### config.mk
export PLATFORM = sky130hd
export DESIGN_NAME = pid_spring_damper_3axis
export DESIGN_NICKNAME = d
export VERILOG_FILES = /design/src/hw/rtl/psd_pkg.sv /design/src/hw/rtl/psd_mac.sv /design/src/hw/rtl/psd_div.sv /design/src/hw/rtl/pid_spring_damper_3axis.sv
export SDC_FILE = /design/constraint.sdc
export NUM_CORES = 2
export LEC_CHECK = 0
export BUFFER_PORTS_ARGS = -buffer_cell sky130_fd_sc_hd__buf_2
export CORE_ASPECT_RATIO = 1.5
export CORE_MARGIN = 2
export CORE_UTILIZATION = 55
export CTS_BUF_LIST = sky130_fd_sc_hd__clkbuf_8
export DETAILED_ROUTE_END_ITERATION = 10
export HOLD_SLACK_MARGIN = 0.03
export PLACE_DENSITY = 0.71
export SYNTH_ARGS = -nofsm -noshare
export SYNTH_HDL_FRONTEND = slang
export SYNTH_SLANG_ARGS = --single-unit
### constraint.sdc
create_clock -name clk -period 25.5 [get_ports clk]
set_input_delay 5.1 -clock clk [delete_from_list [all_inputs] [get_ports clk]]
set_output_delay 5.1 -clock clk [all_outputs]
set_load 0.02 [all_outputs]
### src/hw/rtl/psd_pkg.sv
// Shared types, constants and register indexes for the three-axis spring-damper controller.
package psd_pkg;

  localparam int DATA_WIDTH  = 32;
  localparam int AXES        = 3;
  localparam int DT_WIDTH    = 16;
  localparam int FRAC_BITS   = 16;
  localparam int SCALE_WIDTH = 20;
  localparam int NUM_WIDTH   = DATA_WIDTH + 1 + SCALE_WIDTH;
  localparam int ACC_WIDTH   = 2 * DATA_WIDTH + SCALE_WIDTH + 4;
  localparam int AXIS_WIDTH  = (AXES > 1) ? $clog2(AXES) : 1;
  localparam int INDEX_WIDTH = 3;

  localparam logic [SCALE_WIDTH-1:0] VEL_SCALE = SCALE_WIDTH'(1000000);

  localparam logic [DATA_WIDTH-1:0] STIFFNESS_RESET = DATA_WIDTH'(3932160);
  localparam logic [DATA_WIDTH-1:0] DAMPING_RESET   = DATA_WIDTH'(655360);
  localparam logic [DATA_WIDTH-1:0] INTEGRAL_RESET  = DATA_WIDTH'(65536);
  localparam logic [DATA_WIDTH-1:0] CENTER_Z_RESET  = DATA_WIDTH'(7209);
  localparam logic [DATA_WIDTH-2:0] SUM_LIMIT_RESET = (DATA_WIDTH-1)'(65536);

  typedef enum logic [INDEX_WIDTH-1:0] {
    REG_STIFFNESS = 3'd0,
    REG_DAMPING   = 3'd1,
    REG_INTEGRAL  = 3'd2,
    REG_CENTER_X  = 3'd3,
    REG_CENTER_Y  = 3'd4,
    REG_CENTER_Z  = 3'd5,
    REG_SUM_LIMIT = 3'd6
  } reg_index_t;

  typedef enum logic [1:0] {
    TERM_P = 2'd0,
    TERM_D = 2'd1,
    TERM_I = 2'd2
  } term_t;

  typedef enum logic [3:0] {
    ST_IDLE,
    ST_NUM_GO,
    ST_NUM_RUN,
    ST_DIV_GO,
    ST_DIV_RUN,
    ST_TERM_GO,
    ST_TERM_RUN,
    ST_AXIS_END,
    ST_DONE
  } state_t;

  typedef struct packed {
    logic signed [DATA_WIDTH-1:0] position_x;
    logic signed [DATA_WIDTH-1:0] position_y;
    logic signed [DATA_WIDTH-1:0] position_z;
    logic [DT_WIDTH-1:0]          elapsed_us;
  } in_t;

  typedef struct packed {
    logic signed [DATA_WIDTH-1:0] force_x;
    logic signed [DATA_WIDTH-1:0] force_y;
    logic signed [DATA_WIDTH-1:0] force_z;
  } out_t;

  typedef struct packed {
    logic start;
    logic clear;
    logic neg;
  } mac_cmd_t;

endpackage

### src/hw/rtl/psd_mac.sv
// Bit-serial multiply-accumulate: one multiplier bit per cycle into a signed accumulator.
module psd_mac import psd_pkg::*; (
  input  logic                        clk,
  input  logic                        rst,
  input  mac_cmd_t                    cmd,
  input  logic [NUM_WIDTH-1:0]        op,
  input  logic [DATA_WIDTH-1:0]       mult,
  output logic                        busy,
  output logic signed [ACC_WIDTH-1:0] acc
);

  logic [ACC_WIDTH-1:0]  op_sh;
  logic [DATA_WIDTH-1:0] mult_sh;
  logic                  neg;
  logic [ACC_WIDTH-1:0]  addend;

  assign addend = neg ? (~op_sh + ACC_WIDTH'(1)) : op_sh;

  always_ff @(posedge clk) begin
    if (rst) begin
      busy <= 1'b0;
    end else if (cmd.start) begin
      busy <= 1'b1;
    end else if (busy && ((mult_sh >> 1) == '0)) begin
      busy <= 1'b0;
    end
  end

  always_ff @(posedge clk) begin
    if (cmd.start) begin
      op_sh   <= ACC_WIDTH'(op);
      mult_sh <= mult;
      neg     <= cmd.neg;
      if (cmd.clear) begin
        acc <= '0;
      end
    end else if (busy) begin
      if (mult_sh[0]) begin
        acc <= acc + signed'(addend);
      end
      op_sh   <= op_sh << 1;
      mult_sh <= mult_sh >> 1;
    end
  end

endmodule

### src/hw/rtl/psd_div.sv
// Restoring divider: one quotient bit per cycle, wide dividend by narrow divisor.
module psd_div import psd_pkg::*; (
  input  logic                 clk,
  input  logic                 rst,
  input  logic                 start,
  input  logic [NUM_WIDTH-1:0] num,
  input  logic [DT_WIDTH-1:0]  den,
  output logic                 busy,
  output logic [NUM_WIDTH-1:0] quo
);

  localparam int CNT_WIDTH = $clog2(NUM_WIDTH + 1);

  logic [DT_WIDTH-1:0]  rem;
  logic [DT_WIDTH-1:0]  den_r;
  logic [CNT_WIDTH-1:0] count;
  logic [DT_WIDTH:0]    trial;
  logic                 fits;

  assign trial = {rem, quo[NUM_WIDTH-1]};
  assign fits  = (trial >= {1'b0, den_r});

  always_ff @(posedge clk) begin
    if (rst) begin
      busy <= 1'b0;
    end else if (start) begin
      busy <= 1'b1;
    end else if (busy && (count == CNT_WIDTH'(1))) begin
      busy <= 1'b0;
    end
  end

  always_ff @(posedge clk) begin
    if (start) begin
      quo   <= num;
      rem   <= '0;
      den_r <= den;
      count <= CNT_WIDTH'(NUM_WIDTH);
    end else if (busy) begin
      rem   <= fits ? DT_WIDTH'(trial - {1'b0, den_r}) : trial[DT_WIDTH-1:0];
      quo   <= {quo[NUM_WIDTH-2:0], fits};
      count <= count - CNT_WIDTH'(1);
    end
  end

endmodule

### src/hw/rtl/pid_spring_damper_3axis.sv
// Top level: three-axis PID spring-damper force law on Q16.16 samples.
//
// Input channel in_valid/in_ready/in_data carries one position sample per
// axis and the microseconds since the previous sample. Output channel
// out_valid/out_ready/out_data carries one force per axis for each sample.
// Registers are written through cfg_wen/cfg_index/cfg_data; the user must
// do so only while idle, as the block itself does not enforce it.
//
// One sample is worked on at a time, axis after axis. Per axis the
// bit-serial multiplier forms the velocity numerator, the restoring
// divider divides it by the elapsed time, and the multiplier then runs the
// three gain terms, ending early for short gains. A new sample is taken
// only once the previous one is through; in_ready is high only between
// samples.
//
// Reset restores the default gains and centre, clears the stored positions
// and error sums and marks the first sample as unprimed (no damping term).
// A finished result waits in the output register; while the receiver
// stalls, the next sample is accepted and worked on, and its result is
// held back until the previous transfer completes.
module pid_spring_damper_3axis import psd_pkg::*; (
  input  logic                   clk,
  input  logic                   rst,
  input  logic                   in_valid,
  output logic                   in_ready,
  input  in_t                    in_data,
  output logic                   out_valid,
  input  logic                   out_ready,
  output out_t                   out_data,
  input  logic                   cfg_wen,
  input  logic [INDEX_WIDTH-1:0] cfg_index,
  input  logic [DATA_WIDTH-1:0]  cfg_data
);

  localparam int W    = DATA_WIDTH;
  localparam int SH_W = ACC_WIDTH - FRAC_BITS;
  localparam logic signed [SH_W-1:0] SAT_MAX = SH_W'((longint'(1) <<< (W - 1)) - 1);
  localparam logic signed [SH_W-1:0] SAT_MIN = -SAT_MAX - SH_W'(1);

  state_t state, state_next;

  logic [W-1:0]        stiffness;
  logic [W-1:0]        damping;
  logic [W-1:0]        integral;
  logic signed [W-1:0] center [AXES];
  logic [W-2:0]        sum_limit;
  logic signed [W-1:0] prev [AXES];
  logic signed [W-1:0] accum [AXES];
  logic                primed;
  in_t                 sample;
  logic [DT_WIDTH-1:0] dt;
  logic [AXIS_WIDTH-1:0] axis;
  term_t               term;
  logic signed [W-1:0] force_buf [AXES];

  logic signed [W-1:0] pos_arr [AXES];
  logic signed [W-1:0] pos_sel;
  logic signed [W:0]   err;
  logic [W:0]          err_mag;
  logic signed [W:0]   diff;
  logic [W:0]          diff_mag;
  logic signed [W+1:0] sum_raw;
  logic signed [W+1:0] lim_pos;
  logic signed [W+1:0] lim_neg;
  logic signed [W-1:0] sum_c;
  logic [W-1:0]        sum_mag;
  logic signed [SH_W-1:0] shifted;
  logic signed [W-1:0] force_sat;
  logic                last_axis;
  logic                out_free;

  mac_cmd_t               mac_cmd;
  logic [NUM_WIDTH-1:0]   mac_op;
  logic [W-1:0]           mac_mult;
  logic                   mac_busy;
  logic signed [ACC_WIDTH-1:0] mac_acc;
  logic                   div_start;
  logic                   div_busy;
  logic [NUM_WIDTH-1:0]   div_quo;

  assign pos_arr[0] = sample.position_x;
  assign pos_arr[1] = sample.position_y;
  assign pos_arr[2] = sample.position_z;

  assign pos_sel  = pos_arr[axis];
  assign err      = (W+1)'(center[axis]) - (W+1)'(pos_sel);
  assign err_mag  = err[W] ? (~err + (W+1)'(1)) : err;
  assign diff     = (W+1)'(pos_sel) - (W+1)'(prev[axis]);
  assign diff_mag = diff[W] ? (~diff + (W+1)'(1)) : diff;
  assign sum_raw  = (W+2)'(accum[axis]) + (W+2)'(err);
  assign lim_pos  = signed'((W+2)'(sum_limit));
  assign lim_neg  = -lim_pos;

  always_comb begin
    if (sum_raw > lim_pos) begin
      sum_c = W'(lim_pos);
    end else if (sum_raw < lim_neg) begin
      sum_c = W'(lim_neg);
    end else begin
      sum_c = W'(sum_raw);
    end
  end

  assign sum_mag = sum_c[W-1] ? (~sum_c + W'(1)) : sum_c;
  assign shifted = SH_W'(mac_acc >>> FRAC_BITS);

  always_comb begin
    if (shifted > SAT_MAX) begin
      force_sat = W'(SAT_MAX);
    end else if (shifted < SAT_MIN) begin
      force_sat = W'(SAT_MIN);
    end else begin
      force_sat = W'(shifted);
    end
  end

  assign last_axis = (axis == AXIS_WIDTH'(AXES - 1));
  assign out_free  = !out_valid || out_ready;

  always_comb begin
    state_next = state;
    case (state)
      ST_IDLE: begin
        if (in_valid) state_next = ST_NUM_GO;
      end
      ST_NUM_GO:  state_next = ST_NUM_RUN;
      ST_NUM_RUN: begin
        if (!mac_busy) state_next = ST_DIV_GO;
      end
      ST_DIV_GO:  state_next = ST_DIV_RUN;
      ST_DIV_RUN: begin
        if (!div_busy) state_next = ST_TERM_GO;
      end
      ST_TERM_GO: state_next = ST_TERM_RUN;
      ST_TERM_RUN: begin
        if (!mac_busy) state_next = (term == TERM_I) ? ST_AXIS_END : ST_TERM_GO;
      end
      ST_AXIS_END: state_next = last_axis ? ST_DONE : ST_NUM_GO;
      ST_DONE: begin
        if (out_free) state_next = ST_IDLE;
      end
      default: state_next = ST_IDLE;
    endcase
  end

  always_comb begin
    in_ready  = (state == ST_IDLE);
    div_start = (state == ST_DIV_GO);
    mac_cmd   = '0;
    mac_op    = '0;
    mac_mult  = '0;
    case (state)
      ST_NUM_GO: begin
        mac_cmd  = '{start: 1'b1, clear: 1'b1, neg: 1'b0};
        mac_op   = NUM_WIDTH'(diff_mag);
        mac_mult = W'(VEL_SCALE);
      end
      ST_TERM_GO: begin
        case (term)
          TERM_P: begin
            mac_cmd  = '{start: 1'b1, clear: 1'b1, neg: err[W]};
            mac_op   = NUM_WIDTH'(err_mag);
            mac_mult = stiffness;
          end
          TERM_D: begin
            mac_cmd  = '{start: 1'b1, clear: 1'b0, neg: !diff[W]};
            mac_op   = div_quo;
            mac_mult = primed ? damping : '0;
          end
          TERM_I: begin
            mac_cmd  = '{start: 1'b1, clear: 1'b0, neg: sum_c[W-1]};
            mac_op   = NUM_WIDTH'(sum_mag);
            mac_mult = integral;
          end
          default: begin
            mac_cmd = '0;
          end
        endcase
      end
      default: begin
        mac_cmd = '0;
      end
    endcase
  end

  always_ff @(posedge clk) begin
    if (rst) begin
      state <= ST_IDLE;
    end else begin
      state <= state_next;
    end
  end

  always_ff @(posedge clk) begin
    if (rst) begin
      stiffness <= STIFFNESS_RESET;
      damping   <= DAMPING_RESET;
      integral  <= INTEGRAL_RESET;
      center[0] <= '0;
      center[1] <= '0;
      center[2] <= CENTER_Z_RESET;
      sum_limit <= SUM_LIMIT_RESET;
    end else if (cfg_wen) begin
      case (cfg_index)
        REG_STIFFNESS: stiffness <= cfg_data;
        REG_DAMPING:   damping   <= cfg_data;
        REG_INTEGRAL:  integral  <= cfg_data;
        REG_CENTER_X:  center[0] <= cfg_data;
        REG_CENTER_Y:  center[1] <= cfg_data;
        REG_CENTER_Z:  center[2] <= cfg_data;
        REG_SUM_LIMIT: sum_limit <= cfg_data[W-2:0];
        default: ;
      endcase
    end
  end

  always_ff @(posedge clk) begin
    if (rst) begin
      primed    <= 1'b0;
      out_valid <= 1'b0;
      axis      <= '0;
      term      <= TERM_P;
      for (int a = 0; a < AXES; a++) begin
        prev[a]  <= '0;
        accum[a] <= '0;
      end
    end else begin
      if (state == ST_DONE && out_free) begin
        out_valid <= 1'b1;
      end else if (out_ready) begin
        out_valid <= 1'b0;
      end
      case (state)
        ST_IDLE: begin
          if (in_valid) begin
            sample <= in_data;
            dt     <= (in_data.elapsed_us == '0) ? DT_WIDTH'(1) : in_data.elapsed_us;
            axis   <= '0;
            term   <= TERM_P;
          end
        end
        ST_TERM_RUN: begin
          if (!mac_busy && term != TERM_I) term <= term_t'(term + 2'd1);
        end
        ST_AXIS_END: begin
          accum[axis]     <= sum_c;
          prev[axis]      <= pos_sel;
          force_buf[axis] <= force_sat;
          term            <= TERM_P;
          if (!last_axis) axis <= axis + AXIS_WIDTH'(1);
        end
        ST_DONE: begin
          if (out_free) begin
            out_data.force_x <= force_buf[0];
            out_data.force_y <= force_buf[1];
            out_data.force_z <= force_buf[2];
            primed           <= 1'b1;
          end
        end
        default: ;
      endcase
    end
  end

  psd_mac u_mac (
    .clk  (clk),
    .rst  (rst),
    .cmd  (mac_cmd),
    .op   (mac_op),
    .mult (mac_mult),
    .busy (mac_busy),
    .acc  (mac_acc)
  );

  psd_div u_div (
    .clk   (clk),
    .rst   (rst),
    .start (div_start),
    .num   (mac_acc[NUM_WIDTH-1:0]),
    .den   (dt),
    .busy  (div_busy),
    .quo   (div_quo)
  );

endmodule

Yosys cells after proc, flatten, opt, wreduce, memory -nomap -nowiden
Memory sizes are Yosys's and may differ from the RTL's. A register that Yosys moved wholly into a read port is not among the register bits.
Cells that the tools add are included.

storage, ports and cells
  output and inout bits = 98
  memories kept = 4
  bits in latches = 0
  register bits after elaboration = 551
  memory bits (writable) = 384
  bits in read-only memories = 0
  logic and storage cells = 197

operators by class
  mux-type cells = 80
  divide/modulo/power cells = 0
  $lt $le $gt $ge = 6
  add/subtract/negate cells = 13
  multiply operators = 0
  bitwise logic cells = 9
  equal/unequal tests = 27
  reductions and logical operators = 34
  shift operators = 0

memory list
  name       depth  bits a word  rd ports  clocked after memory_dff  write ports  line                           text
  accum      3      32           1         1                         3            pid_spring_damper_3axis.sv:48  logic signed [W-1:0] accum [AXES];
  center     3      32           1         1                         3            pid_spring_damper_3axis.sv:45  logic signed [W-1:0] center [AXES];
  force_buf  3      32           3         3                         1            pid_spring_damper_3axis.sv:54  logic signed [W-1:0] force_buf [AXES];
  prev       3      32           1         1                         3            pid_spring_damper_3axis.sv:47  logic signed [W-1:0] prev [AXES];

operators with widths
  cell                                                                                count
  32-bit two-way mux                                                                  15
  88-bit two-way mux                                                                  5
  53-bit two-way mux                                                                  4
  53-bit case mux with 3 select lines                                                 1
  53-bit case mux with 2 select lines                                                 1
  32-bit case mux with 3 select lines                                                 1
  88-bit by 1-bit adder with 88-bit output (second input constant)                    1
  88-bit adder                                                                        1
  88-bit NOT                                                                          1
  72-bit by 32-bit greater-than comparator with 1-bit output (second input constant)  1
  72-bit by 32-bit < comparator with 1-bit output (second input constant)             1
  33-bit by 2-bit adder with 33-bit output (second input constant)                    2
  33-bit two-way mux                                                                  2
  33-bit NOT                                                                          2
  32-bit by 32-bit subtractor with 33-bit output                                      2
  32-bit binary-select mux with 2-bit select                                          1
  32-bit case mux with 2 select lines                                                 1
  32-bit OR reduction                                                                 2
  4-bit case mux with 9 select lines                                                  1
  32-bit by 33-bit adder with 34-bit output                                           1
  34-bit by 32-bit greater-than comparator with 1-bit output                          1
  34-bit < comparator                                                                 1
  31-bit negator with 34-bit output                                                   1
  32-bit by 2-bit adder with 32-bit output (second input constant)                    1
  other kinds (41)                                                                    119

Depth between registers and ports, before layout
  depth after elaboration = 15
  gate-level depth with buffers = 50

Modules after synthesis
From an unflattened synthesis, not the netlist that was laid out.

second synthesis, totals
  cells, all modules = 5,978
  area, all modules = 62,173.4 um^2

modules (own cells, without submodules)
  module                   cells each  instances  area an instance (um^2)
  pid_spring_damper_3axis  3,947       1          41,986.5
  psd_mac                  1,656       1          15,578.7
  psd_div                  375         1          4,608.2

Worst setup path before layout
No wires, ideal clock.

  path type = input port to flip-flop
  start = input port rst
  end = register dt[0] (enable)
  arrival = 13.154 ns
  slack = 11.626 ns
  data required time = 24.780 ns
  library setup time = 0.720 ns
  path buffers = 2
  stages on the path = 3
  cells stage by stage = clkbuf_1 -> clkbuf_1 -> nor3_1

on the way
  word-level cells in the longest chain between the ends = 2

ends and longest elaborated chain
  item                                  line                            text
  from (decl)                           pid_spring_damper_3axis.sv:23   input logic rst,
  1-bit NOT (no source line)            --
  3-bit AND reduction (no source line)  --
  to (signal assigned)                  pid_spring_damper_3axis.sv:237  dt <= (in_data.elapsed_us == '0) ? DT_WIDTH'(1) : in_data.elapsed_us;
  to (decl)                             pid_spring_damper_3axis.sv:51   logic [DT_WIDTH-1:0] dt;

Every way passes these cells.
A chain may end at the register's enable or synchronous reset.

==> impl_metrics.csv <==
group,metric,value,unit
clock_network,ctsLongestPathBuffers,3,
setup_path,worstPathMaxFanout,50,
synthesis,synth_most_common_cell,"edfxtp_1",
cells_and_area,syn_to_final_growth,9.75,%
synthesis,synth_top_area_cell,"edfxtp_1",
synthesis,synth-seq-area-share,0.522,
floorplanning,die_w,272,um
synthesis,synth.area.mux_share,0.0482,
synthesis,postSynthCellCount,5604,
synthesis,yosysTopAreaCellShare,0.455,
setup_path,r2r_slack,12140,ps
clock_network,cts_tree,"built",
power_and_ir_drop,ir_worst_vdd,0.0556,mV
timing,skew,44.6,ps
cells_and_area,final_area,0.0652,mm^2
synthesis,netlist_top_cells_count,"edfxtp_1, nand2_1, nor2_1",
clock_network,clk_latency,930,ps
power_and_ir_drop,design_power_total,0.00588,W
hold_path,min_from,"dt[13]",
synthesis,synth-edff-count,899,
setup_path,rr_worst_depth,38,
drt,viasPerCell,6.15,
drt,antenna_left,0,
floorplanning,initial_core_util,0.555,
setup_path,cpPeakStageDelay,1000,ps
setup_path,cp-end-kind,"register",
floorplanning,core_area,0.107,mm^2
global_routing,grt-ovfl-total,0,
global_routing,grt_pass1_vias,44954,
timing,finalSetupViolations,0,
drt,wl,175000,um
cells_and_area,drive_gt1_frac,0.118,
timing,hold_viol,0,
clock_network,cts_inserted_buffers,161,
setup_path,crit_type,"reg2reg",
synthesis,synth_ff_type,"edfxtp_1",
timing,finalMaxSlewViolations,0,
synthesis,synth_seq_cells,1097,
synthesis,synth.area.top_cells,"edfxtp_1, dfxtp_1, ha_1",
timing,hold_slack,412,ps
placed_design,post-dp-hpwl,126000,um
floorplanning,io_pins,250,
synthesis,ys_warn_count,0,
timing,fin_tns_setup,0,ps
synthesis,ys_types,98,
global_routing,grt_pass1_wl,264000,um
timing,period_share,0.524,
synthesis,yosys.area_share.simple,0.145,
synthesis,synthXorXnorAreaFrac,0.0544,
hold_path,hold_depth,0,
clock_network,cts_sinks,1097,
floorplanning,die_h,406,um
drt,wl_per_cell,23.7,um
timing,max_freq,74.9,MHz
cells_and_area,fillers,8939,
synthesis,synth-compound-area-share,0.137,
drt,drt-initial-drc-count,4187,
run,drv_cap,0,
clock_network,htreeDepth,4,
setup_path,slowest_stage,"a2111oi_2",
synthesis,syn_area,0.0594,mm^2
timing,fin_ws,12140,ps
cells_and_area,nets,6234,
global_routing,antenna_found_initial,6,
setup_path,crit_arrival,14120,ps
run_status,outcome,"completed",
setup_path,required,26270,ps
synthesis,avgSynthCellArea,10.6,um^2
setup_path,critPathLaunchType,"register",
global_routing,gr-usage-all-layers,0.316,
placed_design,placed_cell_area,0.0620,mm^2
clock_network,cts_setup_buffers,0,
timing,fin_crit,13360,ps
floorplanning,rows,147,
drt,num_vias,45196,
placed_design,io_buffers,249,
placed_design,gp_congestion,1.02,
timing,rsz0062_at_grt,"no",
placed_design,place_worst_setup_slack,12410,ps
setup_path,r2r_end,"u_mac.op_sh[29]",
clock_network,post_cts_resized,0,
setup_path,crit_top_cell,"inv_1",
synthesis,synth_top_family_by_area,"simple AND/OR/NAND/NOR gates",
floorplanning,dieArea,0.111,mm^2
hold_path,holdCritPathClass,"reg2reg",
global_routing,grt_start_max_net_pins,97,
synthesis,syn_nets,6040,
synthesis,synthArstFlopShare,0,
clock_network,cts-root-buf,"clkbuf_8",
setup_path,critPathCapture,"u_mac.op_sh[29]",
power_and_ir_drop,leakage,24.8,nW
clock_network,clk_pin_slew,70,ps
synthesis,synth_adder_area_share,0.0605,
power_and_ir_drop,power_density,90.2,mW/mm^2
drt,drc,0,
timing,slew_headroom,0.138,
timing,tightestPinTransition,1280,ps
clock_network,postCtsHoldBufs,0,
drt,dr.pass1.iters,8,
flip-flops by register name (all words and copies together) (netlist names), 31 cells and up, named ones only:
| signal | cells |
|---|---|
| damping | 32 |
| center | 96 |
| u_div.quo | 53 |
| out_data | 96 |
| stiffness | 32 |
| u_mac.acc | 88 |
| force_buf | 96 |
| u_mac.mult_sh | 32 |
| u_mac.op_sh | 88 |
| pos_arr | 96 |
| integral | 32 |
| sum_limit | 31 |
| prev | 128 |
| accum | 128 |
worst min path at each step:
stage | end | slack (ps)
after floorplan | out_data[0] | 400
after global placement | out_data[66] | 400
after detailed placement | out_data[11] | 400
after CTS | u_div.den_r[15] | 400
after global routing | u_div.den_r[13] | 410
final | u_div.den_r[13] | 410
per-stage QoR:
stage	std cells	util
CTS	7347	0.609
floorplan	5604	-
finish	7353	0.609
detailed placement	7050	0.579
global route	7350	0.609
global placement	7050	0.579
layout make-up:
cell class | count | area, um^2 | area share
Antenna cell | 6 | 15.0 | 0.000230
Clock buffer | 169 | 2330 | 0.0357
Clock inverter | 128 | 861 | 0.0132
Inverter | 238 | 896 | 0.0137
Multi-Input combinational cell | 3981 | 26500 | 0.407
Sequential cell | 1097 | 31000 | 0.475
Tap cell | 1415 | 1770 | 0.0272
Timing Repair Buffer | 319 | 1770 | 0.0272
where the power goes:
part	internal (W)	switching, W
clock network	0.000707	0.000711
registers	0.00216	0.000125
logic	0.000783	0.00139
per-layer routing:
metal / vias to the layer above / global-route usage / wire length [um]
li1: 20925 / - / -
met4: 0 / 0.232 / 14100
met1: 21731 / 0.347 / 61500
met5: - / 0 / 0
met2: 1965 / 0.549 / 87100
met3: 575 / 0.0543 / 11900
cell usage in the layout (no fill, tap or decap), drive strengths merged, types with 24 or more instances in the layout:
| cell | netlist | final |
|---|---|---|
| nand2b | 48 | 48 |
| or4 | 24 | 24 |
| a31oi | 35 | 35 |
| o21bai | 32 | 32 |
| clkbuf | 261 | 169 |
| nand2 | 709 | 709 |
| nand4 | 49 | 49 |
| and2 | 69 | 69 |
| or3 | 36 | 36 |
| o211ai | 32 | 32 |
| mux4 | 64 | 64 |
| dfxtp | 198 | 198 |
| o31ai | 39 | 39 |
| a211oi | 33 | 33 |
| o21ai | 262 | 262 |
| nor2 | 533 | 533 |
| a21o | 137 | 137 |
| mux2i | 133 | 133 |
| xor2 | 96 | 96 |
| nor4 | 55 | 55 |
| o21a | 35 | 35 |
| ha | 279 | 279 |
| nor3 | 83 | 83 |
| clkinv | 1 | 64 |
| edfxtp | 899 | 899 |
| nand3 | 116 | 116 |
| inv | 237 | 291 |
| nor2b | 40 | 40 |
| a21oi | 405 | 405 |
| xnor2 | 270 | 270 |
| a222oi | 57 | 57 |
| and3 | 43 | 43 |
| buf | 27 | 319 |
cells by family (layout without fill, tap and decap cells):
logic type | after synthesis | after routing
muxes | 205 | 205
buffers and inverters | 526 | 854
AOI/OAI and AO/OA | 1255 | 1255
and+or+nand+nor | 1870 | 1870
xor gates and xnor gates | 367 | 367
other | 0 | 6
adders and majority gates | 284 | 284
DFF | 1097 | 1097
worst max-delay path: cells and delay by family, from the launching register on:
kind / cells / cell delay [ps]
muxes: 1 / 290
adders and majority gates: 3 / 910
AOI/OAI and AO/OA: 19 / 6420
buffers and inverters: 7 / 2260
and+or+nand+nor: 8 / 2530
DFF: 1 / 680
(Power assumes the default switching activity.)
